===== config.mk =====
export PLATFORM = sky130hd
export DESIGN_NAME = deadline_timer_table_unit
export DESIGN_NICKNAME = d
export VERILOG_FILES = /design/src/rtl/core/dtt_pkg.sv /design/src/rtl/core/deadline_timer_table_unit.sv
export SDC_FILE = /design/constraint.sdc
export NUM_CORES = 2
export LEC_CHECK = 0
export BUFFER_PORTS_ARGS = -buffer_cell sky130_fd_sc_hd__buf_2
export CAP_MARGIN = 20
export CORE_MARGIN = 3
export CORE_UTILIZATION = 60
export CTS_BUF_LIST = sky130_fd_sc_hd__clkbuf_8
export CTS_CLUSTER_SIZE = 40
export DETAILED_ROUTE_END_ITERATION = 8
export GPL_ROUTABILITY_DRIVEN = 0
export GPL_TIMING_DRIVEN = 1
export HOLD_SLACK_MARGIN = 0.06
export PLACE_DENSITY_LB_ADDON = 0.1
export SETUP_SLACK_MARGIN = 0.05
export SYNTH_ARGS = -nofsm -noshare
export SYNTH_HDL_FRONTEND = slang
export SYNTH_SLANG_ARGS = --single-unit

===== constraint.sdc =====
create_clock -name clk -period 13.7 [get_ports clk]
set_input_delay 3.425 -clock clk [delete_from_list [all_inputs] [get_ports clk]]
set_output_delay 3.425 -clock clk [all_outputs]
set_load 0.1 [all_outputs]

===== src/rtl/core/dtt_pkg.sv =====
// ----------------------------------------------------------------------------
// dtt_pkg: shared types and constants of the deadline timer table
// Item layouts, operation codes, sequencer states and table geometry.
// ----------------------------------------------------------------------------
package dtt_pkg;

  // Table geometry; the slot fields are four bits wide, so the table has 16 slots.
  localparam int SLOT_W = 4;
  localparam int SLOTS  = 1 << SLOT_W;
  localparam int CNT_W  = SLOT_W + 1;

  localparam logic [31:0] WINDOW_RESET = 32'd3600000;
  localparam logic [63:0] NONE_WAIT    = '1;

  // Operation codes.
  localparam logic [2:0] FN_ADD    = 3'd0;
  localparam logic [2:0] FN_CANCEL = 3'd1;
  localparam logic [2:0] FN_REFR   = 3'd2;
  localparam logic [2:0] FN_CHG    = 3'd3;
  localparam logic [2:0] FN_QUERY  = 3'd4;
  localparam logic [2:0] FN_EXPIRE = 3'd5;

  typedef struct packed {
    logic [2:0]        func;
    logic [63:0]       now_ms;
    logic [SLOT_W-1:0] slot_in;
    logic [63:0]       period_ms;
    logic              repeat_mode;
    logic              restart_from_now;
  } in_t;

  typedef struct packed {
    logic              ok;
    logic [SLOT_W-1:0] slot_out;
    logic [63:0]       wait_ms;
    logic              front_wake;
    logic              any_active;
    logic              expired_valid;
    logic              last;
  } out_t;

  typedef enum logic [2:0] {
    ST_IDLE, ST_RD, ST_OP, ST_SCAN, ST_RESCH, ST_RESW, ST_OUT
  } st_t;

  // What a pass over the table computes.
  typedef enum logic [1:0] {
    MD_FRONT, MD_QUERY, MD_DUE, MD_PICK
  } md_t;

endpackage


===== src/rtl/core/deadline_timer_table_unit.sv =====
// ----------------------------------------------------------------------------
// deadline_timer_table_unit: table of 16 software timers
// Add, cancel, refresh, change period, query next and expire, with expiry
// in deadline order and rescheduling of recurring timers.
//
//   channel  | handshake            | payload
//   ---------+----------------------+-----------------
//   input    | in_valid / in_stall  | in_data  (in_t)
//   result   | out_valid / out_stall| out_data (out_t)
//   config   | cfg_we               | cfg_wdata (32 b)
//
// Cancel, unknown codes, a full table, an inactive slot and expire on an
// empty table go straight to the result; refresh and change period without
// effect first read the slot. Add, query next and change period with effect
// make one pass over the deadline memory, one slot a cycle through its
// single read port. Expire makes one pass to mark the due timers, then one
// pass per due timer to pick the earliest, and rereads the interval of a
// recurring one to reschedule it. A result waits while out_stall is high.
// Reset is synchronous and clears marks and control state; the memories are
// not cleared. A stalled result holds the unit; one item is in work at a time.
// ----------------------------------------------------------------------------
module deadline_timer_table_unit
  import dtt_pkg::*;
(
  input  logic        clk,
  input  logic        rst_n,
  input  logic        in_valid,
  output logic        in_stall,
  input  in_t         in_data,
  output logic        out_valid,
  input  logic        out_stall,
  output out_t        out_data,
  input  logic        cfg_we,
  input  logic [31:0] cfg_wdata
);

  // Deadline and interval memories, one write and one registered read port.
  logic [63:0] dl_mem [SLOTS];
  logic [63:0] iv_mem [SLOTS];
  logic [SLOT_W-1:0] rd_addr, wr_addr;
  logic              dl_we, iv_we;
  logic [63:0]       dl_wd, iv_wd, dl_q, iv_q;

  st_t               state_r, state_nxt;
  md_t               mode_r, mode_nxt;
  logic [SLOTS-1:0]  active_r, active_nxt, rec_r, rec_nxt, due_r, due_nxt;
  logic              wake_r, wake_nxt;
  logic [63:0]       prev_r, prev_nxt;
  logic [31:0]       window_r;
  logic [2:0]        func_r, func_nxt;
  logic [63:0]       now_r, now_nxt, per_r, per_nxt;
  logic [SLOT_W-1:0] slot_r, slot_nxt, tgt_r, tgt_nxt, bsl_r, bsl_nxt;
  logic              from_r, from_nxt, roll_r, roll_nxt;
  logic [63:0]       tds_r, tds_nxt, best_r, best_nxt;
  logic              found_r, found_nxt, fail_r, fail_nxt, fin_any_r, fin_any_nxt;
  logic [CNT_W-1:0]  cnt_r, cnt_nxt;
  out_t              res_r, res_nxt;
  logic [SLOT_W-1:0] free_slot, pv;
  logic [63:0]       start;

  // Memory ports.
  always_ff @(posedge clk) begin
    if (dl_we) dl_mem[wr_addr] <= dl_wd;
    if (iv_we) iv_mem[wr_addr] <= iv_wd;
    dl_q <= dl_mem[rd_addr];
    iv_q <= iv_mem[rd_addr];
  end

  // Lowest free slot.
  always_comb begin
    free_slot = '0;
    for (int i = SLOTS - 1; i >= 0; i--) begin
      if (!active_r[i]) free_slot = SLOT_W'(i);
    end
  end

  assign pv        = cnt_r[SLOT_W-1:0] - 1'b1;
  assign start     = from_r ? now_r : dl_q - iv_q;
  assign in_stall  = (state_r != ST_IDLE);
  assign out_valid = (state_r == ST_OUT);
  assign out_data  = res_r;

  // Sequencer. Accesses to one entry never overlap: each write commits
  // before the following pass reads that entry.
  always_comb begin
    state_nxt   = state_r;
    mode_nxt    = mode_r;
    active_nxt  = active_r;
    rec_nxt     = rec_r;
    due_nxt     = due_r;
    wake_nxt    = wake_r;
    prev_nxt    = prev_r;
    func_nxt    = func_r;
    now_nxt     = now_r;
    per_nxt     = per_r;
    slot_nxt    = slot_r;
    from_nxt    = from_r;
    roll_nxt    = roll_r;
    tgt_nxt     = tgt_r;
    tds_nxt     = tds_r;
    best_nxt    = best_r;
    bsl_nxt     = bsl_r;
    found_nxt   = found_r;
    fail_nxt    = fail_r;
    fin_any_nxt = fin_any_r;
    cnt_nxt     = cnt_r;
    res_nxt     = res_r;
    rd_addr     = cnt_r[SLOT_W-1:0];
    wr_addr     = slot_r;
    dl_we       = 1'b0;
    iv_we       = 1'b0;
    dl_wd       = '0;
    iv_wd       = '0;

    unique case (state_r)
      ST_IDLE: begin
        rd_addr = in_data.slot_in;
        if (in_valid) begin
          func_nxt = in_data.func;
          now_nxt  = in_data.now_ms;
          per_nxt  = in_data.period_ms;
          slot_nxt = in_data.slot_in;
          from_nxt = in_data.restart_from_now;
          mode_nxt = MD_QUERY;
          cnt_nxt  = '0;
          found_nxt = 1'b0;
          fail_nxt  = 1'b0;
          res_nxt  = '0;
          res_nxt.last = 1'b1;
          state_nxt = ST_OUT;
          unique case (in_data.func)
            FN_ADD: begin
              if (!(&active_r)) begin
                active_nxt[free_slot] = 1'b1;
                rec_nxt[free_slot]    = in_data.repeat_mode;
                wr_addr = free_slot;
                dl_we   = 1'b1;
                iv_we   = 1'b1;
                dl_wd   = in_data.now_ms + in_data.period_ms;
                iv_wd   = in_data.period_ms;
                tgt_nxt = free_slot;
                tds_nxt = in_data.now_ms + in_data.period_ms;
                res_nxt.ok       = 1'b1;
                res_nxt.slot_out = free_slot;
                mode_nxt  = MD_FRONT;
                state_nxt = ST_SCAN;
              end
            end
            FN_CANCEL: begin
              res_nxt.ok = active_r[in_data.slot_in];
              active_nxt[in_data.slot_in] = 1'b0;
            end
            FN_REFR, FN_CHG: begin
              if (active_r[in_data.slot_in]) state_nxt = ST_RD;
            end
            FN_QUERY: begin
              wake_nxt  = 1'b0;
              res_nxt.ok = 1'b1;
              state_nxt = ST_SCAN;
            end
            FN_EXPIRE: begin
              if (|active_r) begin
                roll_nxt = (in_data.now_ms < prev_r) &&
                           ((prev_r - in_data.now_ms) > {32'd0, window_r});
                prev_nxt  = in_data.now_ms;
                mode_nxt  = MD_DUE;
                state_nxt = ST_SCAN;
              end
            end
            default: ;
          endcase
        end
      end

      // Read data for the addressed slot arrives here; the address is held
      // so that the data stays in place for the next state.
      ST_RD: begin
        rd_addr   = slot_r;
        state_nxt = ST_OP;
      end

      ST_OP: begin
        state_nxt = ST_OUT;
        if (func_r == FN_REFR) begin
          dl_we = 1'b1;
          dl_wd = now_r + iv_q;
          res_nxt.ok = 1'b1;
        end else if (!(per_r == iv_q && !from_r)) begin
          dl_we = 1'b1;
          iv_we = 1'b1;
          dl_wd = start + per_r;
          iv_wd = per_r;
          tgt_nxt = slot_r;
          tds_nxt = start + per_r;
          res_nxt.ok = 1'b1;
          mode_nxt  = MD_FRONT;
          state_nxt = ST_SCAN;
        end
      end

      // One slot a cycle: address cnt_r goes out, data of slot cnt_r-1 comes in.
      ST_SCAN: begin
        cnt_nxt = cnt_r + 1'b1;
        if (cnt_r != '0) begin
          unique case (mode_r)
            MD_FRONT: begin
              if (pv != tgt_r && active_r[pv] &&
                  !(tds_r < dl_q || (tds_r == dl_q && tgt_r < pv)))
                fail_nxt = 1'b1;
            end
            MD_QUERY: begin
              if (active_r[pv] && (!found_r || dl_q < best_r)) begin
                best_nxt  = dl_q;
                found_nxt = 1'b1;
              end
            end
            MD_DUE: begin
              due_nxt[pv] = active_r[pv] && (roll_r || dl_q <= now_r);
            end
            MD_PICK: begin
              if (due_r[pv] && (!found_r || dl_q < best_r)) begin
                best_nxt  = dl_q;
                bsl_nxt   = pv;
                found_nxt = 1'b1;
              end
            end
            default: ;
          endcase
        end
        // Pass complete.
        if (cnt_r == CNT_W'(SLOTS)) begin
          state_nxt = ST_OUT;
          unique case (mode_r)
            MD_FRONT: begin
              res_nxt.front_wake = !fail_nxt && !wake_r;
              if (!fail_nxt) wake_nxt = 1'b1;
            end
            MD_QUERY: begin
              if (!found_nxt)            res_nxt.wait_ms = NONE_WAIT;
              else if (now_r >= best_nxt) res_nxt.wait_ms = '0;
              else                       res_nxt.wait_ms = best_nxt - now_r;
            end
            MD_DUE: begin
              res_nxt.ok  = 1'b1;
              fin_any_nxt = |(active_r & ~(due_nxt & ~rec_r));
              if (|due_nxt) begin
                mode_nxt  = MD_PICK;
                cnt_nxt   = '0;
                found_nxt = 1'b0;
                state_nxt = ST_SCAN;
              end
            end
            MD_PICK: begin
              due_nxt[bsl_nxt] = 1'b0;
              res_nxt.ok            = 1'b1;
              res_nxt.slot_out      = bsl_nxt;
              res_nxt.expired_valid = 1'b1;
              res_nxt.last          = ~|due_nxt;
              if (rec_r[bsl_nxt]) state_nxt = ST_RESCH;
              else active_nxt[bsl_nxt] = 1'b0;
            end
            default: ;
          endcase
        end
      end

      // Reschedule a recurring timer: read its interval, then write.
      ST_RESCH: begin
        rd_addr   = bsl_r;
        state_nxt = ST_RESW;
      end

      ST_RESW: begin
        wr_addr   = bsl_r;
        dl_we     = 1'b1;
        dl_wd     = now_r + iv_q;
        state_nxt = ST_OUT;
      end

      ST_OUT: begin
        if (!out_stall) begin
          if (mode_r == MD_PICK && (|due_r)) begin
            cnt_nxt   = '0;
            found_nxt = 1'b0;
            res_nxt   = '0;
            state_nxt = ST_SCAN;
          end else begin
            state_nxt = ST_IDLE;
          end
        end
      end

      default: state_nxt = ST_IDLE;
    endcase

    // The activity flag shows the table after the whole item.
    if (state_nxt == ST_OUT && state_r != ST_OUT)
      res_nxt.any_active = (mode_nxt == MD_PICK) ? fin_any_nxt : (|active_nxt);
  end

  // State register.
  always_ff @(posedge clk) begin
    if (!rst_n) begin
      state_r  <= ST_IDLE;
      mode_r   <= MD_QUERY;
      active_r <= '0;
      rec_r    <= '0;
      due_r    <= '0;
      wake_r   <= 1'b0;
      prev_r   <= '0;
      window_r <= WINDOW_RESET;
      cnt_r    <= '0;
    end else begin
      state_r  <= state_nxt;
      mode_r   <= mode_nxt;
      active_r <= active_nxt;
      rec_r    <= rec_nxt;
      due_r    <= due_nxt;
      wake_r   <= wake_nxt;
      prev_r   <= prev_nxt;
      cnt_r    <= cnt_nxt;
      if (cfg_we) window_r <= cfg_wdata;
    end
  end

  // Item and working registers.
  always_ff @(posedge clk) begin
    func_r    <= func_nxt;
    now_r     <= now_nxt;
    per_r     <= per_nxt;
    slot_r    <= slot_nxt;
    from_r    <= from_nxt;
    roll_r    <= roll_nxt;
    tgt_r     <= tgt_nxt;
    tds_r     <= tds_nxt;
    best_r    <= best_nxt;
    bsl_r     <= bsl_nxt;
    found_r   <= found_nxt;
    fail_r    <= fail_nxt;
    fin_any_r <= fin_any_nxt;
    res_r     <= res_nxt;
  end

endmodule


[Word level (Yosys, flattened, before mapping)]
Memories as Yosys holds them, arrays and structs flattened. A register that Yosys moved wholly into a read port is not among the register bits.
Index checks and enable logic that the tools add are counted.
Storage, ports and cells
  register bits after elaboration: 504
  memory bits (writable): 2048
  input bits: 174
  memories kept: 2
  word-level logic and storage cells: 337
Operators by class
  order comparisons: 15
  multiplexer cells: 177
  eq/ne operators: 40
  bitwise operators: 11
  reductions and logical operators: 55
  add/sub/neg operators: 8
Memories
  dl_mem: words 16, width 64, read ports 1, clocked after Yosys merged registers in 1, wr ports 1, RTL line deadline_timer_table_unit.sv:38  | logic [63:0] dl_mem [SLOTS];
  iv_mem: words 16, width 64, read ports 1, clocked after Yosys merged registers in 1, wr ports 1, RTL line deadline_timer_table_unit.sv:39  | logic [63:0] iv_mem [SLOTS];
Operators with widths (number)
  2-to-1 mux 64 bit: 23
  case mux 64 bit (2 select lines): 3
  2-to-1 mux 73 bit: 3
  case mux 69 bit (3 select lines): 1
  adder 64 bit: 3
  < comparator 64 bit: 3
  case mux 64 bit (3 select lines): 1
  subtractor 64 bit: 3
  2-to-1 mux 16 bit: 10
  equality test 64 bit: 2
  2-to-1 mux 4 bit: 30
  OR reduction 16 bit: 6
  bitwise AND 16 bit: 5
  2-to-1 mux 70 bit: 1
  greater-or-equal comparator 64 bit: 1
  greater-than comparator 64 x 32 -> 1 bit: 1
  less-or-equal comparator 64 bit: 1
  NOT 16 bit: 4
  case mux 16 bit (2 select lines): 2
  2-to-1 mux 1 bit: 47
  2-to-1 mux 5 bit: 7
  bitwise mux 16 bit: 2
  AND reduction 6 bit: 5
  2-to-1 mux 3 bit: 9
  47 further kinds: 133

[Depth between registers and ports, before layout]
  depth in word-level cells: 28
  depth in mapped cells: 31
  depth with buffers taken out: 31

[Worst setup path after synthesis]
Ideal clock, no wire load.
  path kind: input port to flip-flop
  start point: in in_valid
  end point: mem iv_mem[8][0], enable pin
  arrival time: 12045 ps
  setup slack: 1168 ps
  stages on the path: 7
  data required time: 13213 ps
  cells stage by stage: nand2_1 > clkbuf_1 > inv_1 > nand2_1 > nand2_1 > nand2_1 > nor2_1
Between the ends
  word-level cells in the longest chain between the ends: 4
  elaborated cells on any way between the ends: 6
  classes of those cells: mux: 6
Ends and longest elaborated chain
  start, declared: RTL line deadline_timer_table_unit.sv:27  | input logic in_valid,
  2-to-1 mux 1 bit: RTL line deadline_timer_table_unit.sv:118  | if (in_valid) begin
  case mux 1 bit (2 select lines): RTL line deadline_timer_table_unit.sv:115  | unique case (state_r)
  2-to-1 mux 1 bit: RTL line deadline_timer_table_unit.sv:64  | if (iv_we) iv_mem[wr_addr] <= iv_wd;
  2-to-1 mux 1 bit (not written as such): RTL line deadline_timer_table_unit.sv:64
  end, declared: RTL line deadline_timer_table_unit.sv:39
Parallel ways exist; a longest one is shown, timed or not.

[Worst setup path in the final report]
  start point: reg cnt_r[0]
  end point: reg res_r, in the netlist out_data[54], data pin
Between the ends
  word-level cells in the longest chain between the ends: 14
  elaborated cells on any way between the ends: 25
  classes of those cells: add/sub: 2; order compare: 1; mux: 19; reduce/logical: 3
Ends and longest elaborated chain
  start, declared: RTL line deadline_timer_table_unit.sv:56  | logic [CNT_W-1:0] cnt_r, cnt_nxt;
  start signal, assigned: RTL line deadline_timer_table_unit.sv:321  | cnt_r <= cnt_nxt;
  subtractor 4 x 1 -> 4 bit: RTL line deadline_timer_table_unit.sv:77  | assign pv = cnt_r[SLOT_W-1:0] - 1'b1;
  binary-select mux 1 bit (select 4 bit), on equally long branches: RTL line deadline_timer_table_unit.sv:221, deadline_timer_table_unit.sv:212
  2-to-1 mux 1 bit, on equally long branches: RTL line deadline_timer_table_unit.sv:221, deadline_timer_table_unit.sv:212
  logical AND 1 bit, on equally long branches: RTL line deadline_timer_table_unit.sv:221, deadline_timer_table_unit.sv:212
  2-to-1 mux 64 bit, on equally long branches: RTL line deadline_timer_table_unit.sv:221, deadline_timer_table_unit.sv:212
  case mux 64 bit (2 select lines): RTL line deadline_timer_table_unit.sv:205  | unique case (mode_r)
  2-to-1 mux 64 bit: RTL line deadline_timer_table_unit.sv:204  | if (cnt_r != '0) begin
  2-to-1 mux 64 bit: RTL line deadline_timer_table_unit.sv:115
  subtractor 64 bit or greater-or-equal comparator 64 bit (tied branches): RTL line deadline_timer_table_unit.sv:241, deadline_timer_table_unit.sv:240
  2-to-1 mux 64 bit: RTL line deadline_timer_table_unit.sv:240  | else if (now_r >= best_nxt) res_nxt.wait_ms = '0;
  2-to-1 mux 64 bit (*): RTL line deadline_timer_table_unit.sv:239  | if (!found_nxt) res_nxt.wait_ms = NONE_WAIT;
  2-to-1 mux 64 bit (*): RTL line deadline_timer_table_unit.sv:233  | unique case (mode_r)
  2-to-1 mux 70 bit (*): RTL line deadline_timer_table_unit.sv:231  | if (cnt_r == CNT_W'(SLOTS)) begin
  case mux 69 bit (3 select lines) (*): RTL line deadline_timer_table_unit.sv:115
  end signal, assigned: RTL line deadline_timer_table_unit.sv:341  | res_r <= res_nxt;
  end, declared: RTL line deadline_timer_table_unit.sv:57  | out_t res_r, res_nxt;
Mark *: on every way between the ends. The rest lies on a longest branch, timed or not. The select of a mux whose other input is x is not followed.
A chain may end at the register's enable or synchronous reset.

==> results.md <==
* Run status: completed
* Vias in the first global route at 86.0k
* FMAX at 108 MHz
* Worst EP required at 14580 ps
* Number of nets with antenna violations after routing at 0
* Min-Delay Startpoint: prev_r[59]
* Placement row count at 170
* Post-Route Hold Slack at 468 ps
* Critical Path End Type: flop
* Clk root buf: clkbuf_8
* Unrepaired setup endpoints after global routing: no
* Number of hold buffers added after CTS at 0
* Clk slew on worst S/H paths at 70 ps
* YS warnings at 0
* Ports placed on the boundary at 249
* Number of stages on the worst hold path at 2
* Slew headroom at 0.181
* Post-Synthesis Cell Area at 0.131 mm²
* Estimated wirelength of the detail-placed design at 284000 µm
* R2r worst-path depth at 24
* Tot GR Track Use at 0.371
* Share of synthesized area occupied by flip-flops and latches at 0.593
* Final hold violation count at 0
* End point of the most critical hold path: prev_r[59]
* Area Overhead vs Synth at 10.5%
* Number of setup buffers added after CTS at 0
* Period utilization at 0.674
* Clock network fraction of total power at 0.172
* Cell area power density at 269 mW/mm²
* Switch share at 0.432
* Slew at the pin with the worst max-slew slack at 1220 ps
* Time the worst path needs with I/O delays and setup at 9230 ps
* Leakage Power at 54.4 nW
* Pin count of the biggest net entering global routing at 123
* Count of input and output buffers at 248
* Predominant post-synthesis flop cell: edfxtp_1
* Inserted Clock Buffers at 436
* Min-Delay Path Class: flop to flop
* Clk_lat worst skew at 1140 ps
* Vertical die dimension at 473 µm
* CTS H-tree lvls at 5
* Count of flip-flops with a built-in enable after synthesis at 2396
* Number of max-slew violations in the final report at 0
* Gr ovfl total at 0
* RR Endpoint: out_data[54]
* Max-cap check violation count at 0
* Buffer levels on the longest clock path at 4
* Post-synthesis cell type count at 107
* Post-synthesis instance total at 9643
* Number of DRC markers in iteration 0 at 12.6k
* Reg-to-reg slack, setup at 4470 ps
* Worst Path Class, Setup: flop to flop
* Number of antenna violations at the first check in global routing at 51
* Yosys reg bits at 2680
* First-pass DRT Iterations at 7
* Combinational cell fraction of total power at 0.502
* Horizontal extent of the die at 473 µm
* Post-Synthesis Net Count at 10.4k
* Cells taking the most area after synthesis: edfxtp_1, mux4_2, ha_1
* Setup Skew at 113 ps
* Clock sink count at 2680
* CTS-repair resized insts at 0
* Total internal power at 0.0221 W
* Layout cells sized above 1 at 0.159
* Number of vias after detailed routing at 90.2k
* Post-Route WL at 418000 µm
* Vias per cell at 6.75
* Die footprint at 0.224 mm²
* Final routed wire length divided by cell count at 31.3 µm
* Cell type with the highest aggregate area in the netlist: edfxtp_1
* Power share of the sequential group at 0.325
* Placeable core region at 0.216 mm²
* Post-route design area at 0.144 mm²
* Post-synth ARST share at 0
* Sort of element at the start of the critical path: flop
* Switching power total at 0.0168 W
* Setup total negative slack at 0 ps
* Placed Area at 0.136 mm²
* Number of nets in the layout at 10.9k
* Cell with the most instances after synthesis: edfxtp_1
* RR Startpoint: cnt_r[0]
* Wire length of the first global-routing pass at 597000 µm
* Effective utilization at floorplan at 0.607
* Final setup violation count at 0
* Area share of the largest cell type after synthesis at 0.550
* Leading post-synthesis cells by instance count: edfxtp_1, nand2_1, a21oi_1
* Maximum fanout count along the critical path at 63
* Data arrival time of the worst path at 10110 ps
* Synthesized area divided by synthesized cell count at 13.6 µm²
* Remaining routing DRC violations at 0
* CTS tree: yes
* Maximum vdd drop at 0.244 mV
worst max-delay path: stages (launching register included):
cell and delay [ps]:
dfxtp_1 720, buf_8 240, inv_1 250, ha_1 790, mux4_2 420, mux4_2 540, nor2_1 110, a2111o_2 140
buf_4 510, a21oi_1 190, ha_1 260, fa_1 450, nor2b_1 120, o21ai_0 130, a21o_1 250, a31oi_1 220
o21a_1 220, o211ai_1 180, a31oi_1 490, o21ai_0 500, o21ai_1 510, a221oi_1 210, nor2_4 650, nand2_1 500
o21ai_0 330
power groups by stage:
stage               Combinational [W]  Clock [W]  Sequential [W]
floorplan                      0.0127          0          0.0129
global placement               0.0186          0          0.0127
detailed placement             0.0190          0          0.0127
CTS                            0.0191    0.00676          0.0126
global route                   0.0208    0.00714          0.0126
finish                         0.0195    0.00669          0.0127
state kept, by name (all words and copies together), names as in the netlist, 5 cells and up:
signal / count
iv_q: 64
dl_q: 64
now_r: 64
best_r: 64
iv_mem: 1024
dl_mem: 1024
out_data: 73
window_r: 32
tds_r: 64
due_r: 16
prev_r: 64
active_r: 16
per_r: 64
cnt_r: 5
rec_r: 16
metrics by stage:
stage | instances | util | worst slack, ps | total power (W)
after floorplan | 9643 | - | 1170 | 0.0256
after global placement | 12500 | 0.630 | 4190 | 0.0313
after detailed placement | 12500 | 0.630 | 4270 | 0.0317
after CTS | 13300 | 0.669 | 4180 | 0.0384
after global routing | 13300 | 0.670 | 4040 | 0.0406
final | 13300 | 0.670 | 4470 | 0.0389
worst max path at each step:
stage                         from           end  slack [ps]  cells after the start
after floorplan           in_valid  iv_mem[8][0]        1170                      7
after global placement    cnt_r[0]  out_data[63]        4190                     23
after detailed placement  cnt_r[0]  out_data[54]        4270                     23
after CTS                 cnt_r[0]  out_data[54]        4180                     23
after global routing      cnt_r[0]  out_data[48]        4040                     24
final                     cnt_r[0]  out_data[54]        4470                     24
final cells by class:
| type | instances | area [µm²] |
|---|---|---|
| flip-flops and latches | 2680 | 77600 |
| fillers | 15300 | 71200 |
| multi-input cells | 6055 | 50100 |
| clock buffers | 486 | 6690 |
| well taps | 2838 | 3550 |
| repair buffers | 430 | 2770 |
| inverters | 516 | 1950 |
| clock inverters | 300 | 1650 |
| diodes | 44 | 110 |
metal layers:
metal	up-vias	global-route usage	share of wire
met5	-	0	0.00011
met4	8	0.244	0.079
met3	1326	0.0830	0.12
met2	5896	0.544	0.44
met1	44600	0.502	0.37
li1	38400	-	-
logic make-up after synthesis:
group                      Yosys count  share of synthesized area
muxes                              710                      0.105
DFF                               2680                      0.593
AOI/OAI and AO/OA                 2363                      0.117
and+or+nand+nor                   1989                     0.0734
adders and majority gates          619                     0.0596
buffers and inverters              908                     0.0264
xor gates and xnor gates           374                     0.0252
cell usage in the layout, fill, tap and decap left out, drive strengths merged, types with 36 or more instances in the layout:
master / synthesis / layout
edfxtp: 2396 / 2396
nand2: 719 / 719
inv: 514 / 667
a21oi: 623 / 623
ha: 613 / 613
mux4: 526 / 526
o21ai: 488 / 488
clkbuf: 262 / 487
buf: 130 / 429
nor2: 383 / 383
a21o: 331 / 331
dfxtp: 284 / 284
nor2b: 258 / 258
xnor2: 236 / 236
a211oi: 188 / 188
mux2i: 175 / 175
xor2: 138 / 138
nand3: 128 / 128
clkinv: 2 / 125
nand4: 124 / 124
a21boi: 94 / 94
nor3: 87 / 87
o21a: 72 / 72
a31oi: 70 / 70
nand2b: 69 / 69
o21bai: 68 / 68
a22o: 58 / 58
and3: 48 / 48
o211ai: 47 / 47
diode: 0 / 44
a22oi: 40 / 40
o221ai: 37 / 37
or3: 36 / 36
No activity file was read; power rests on OpenSTA's default activity.
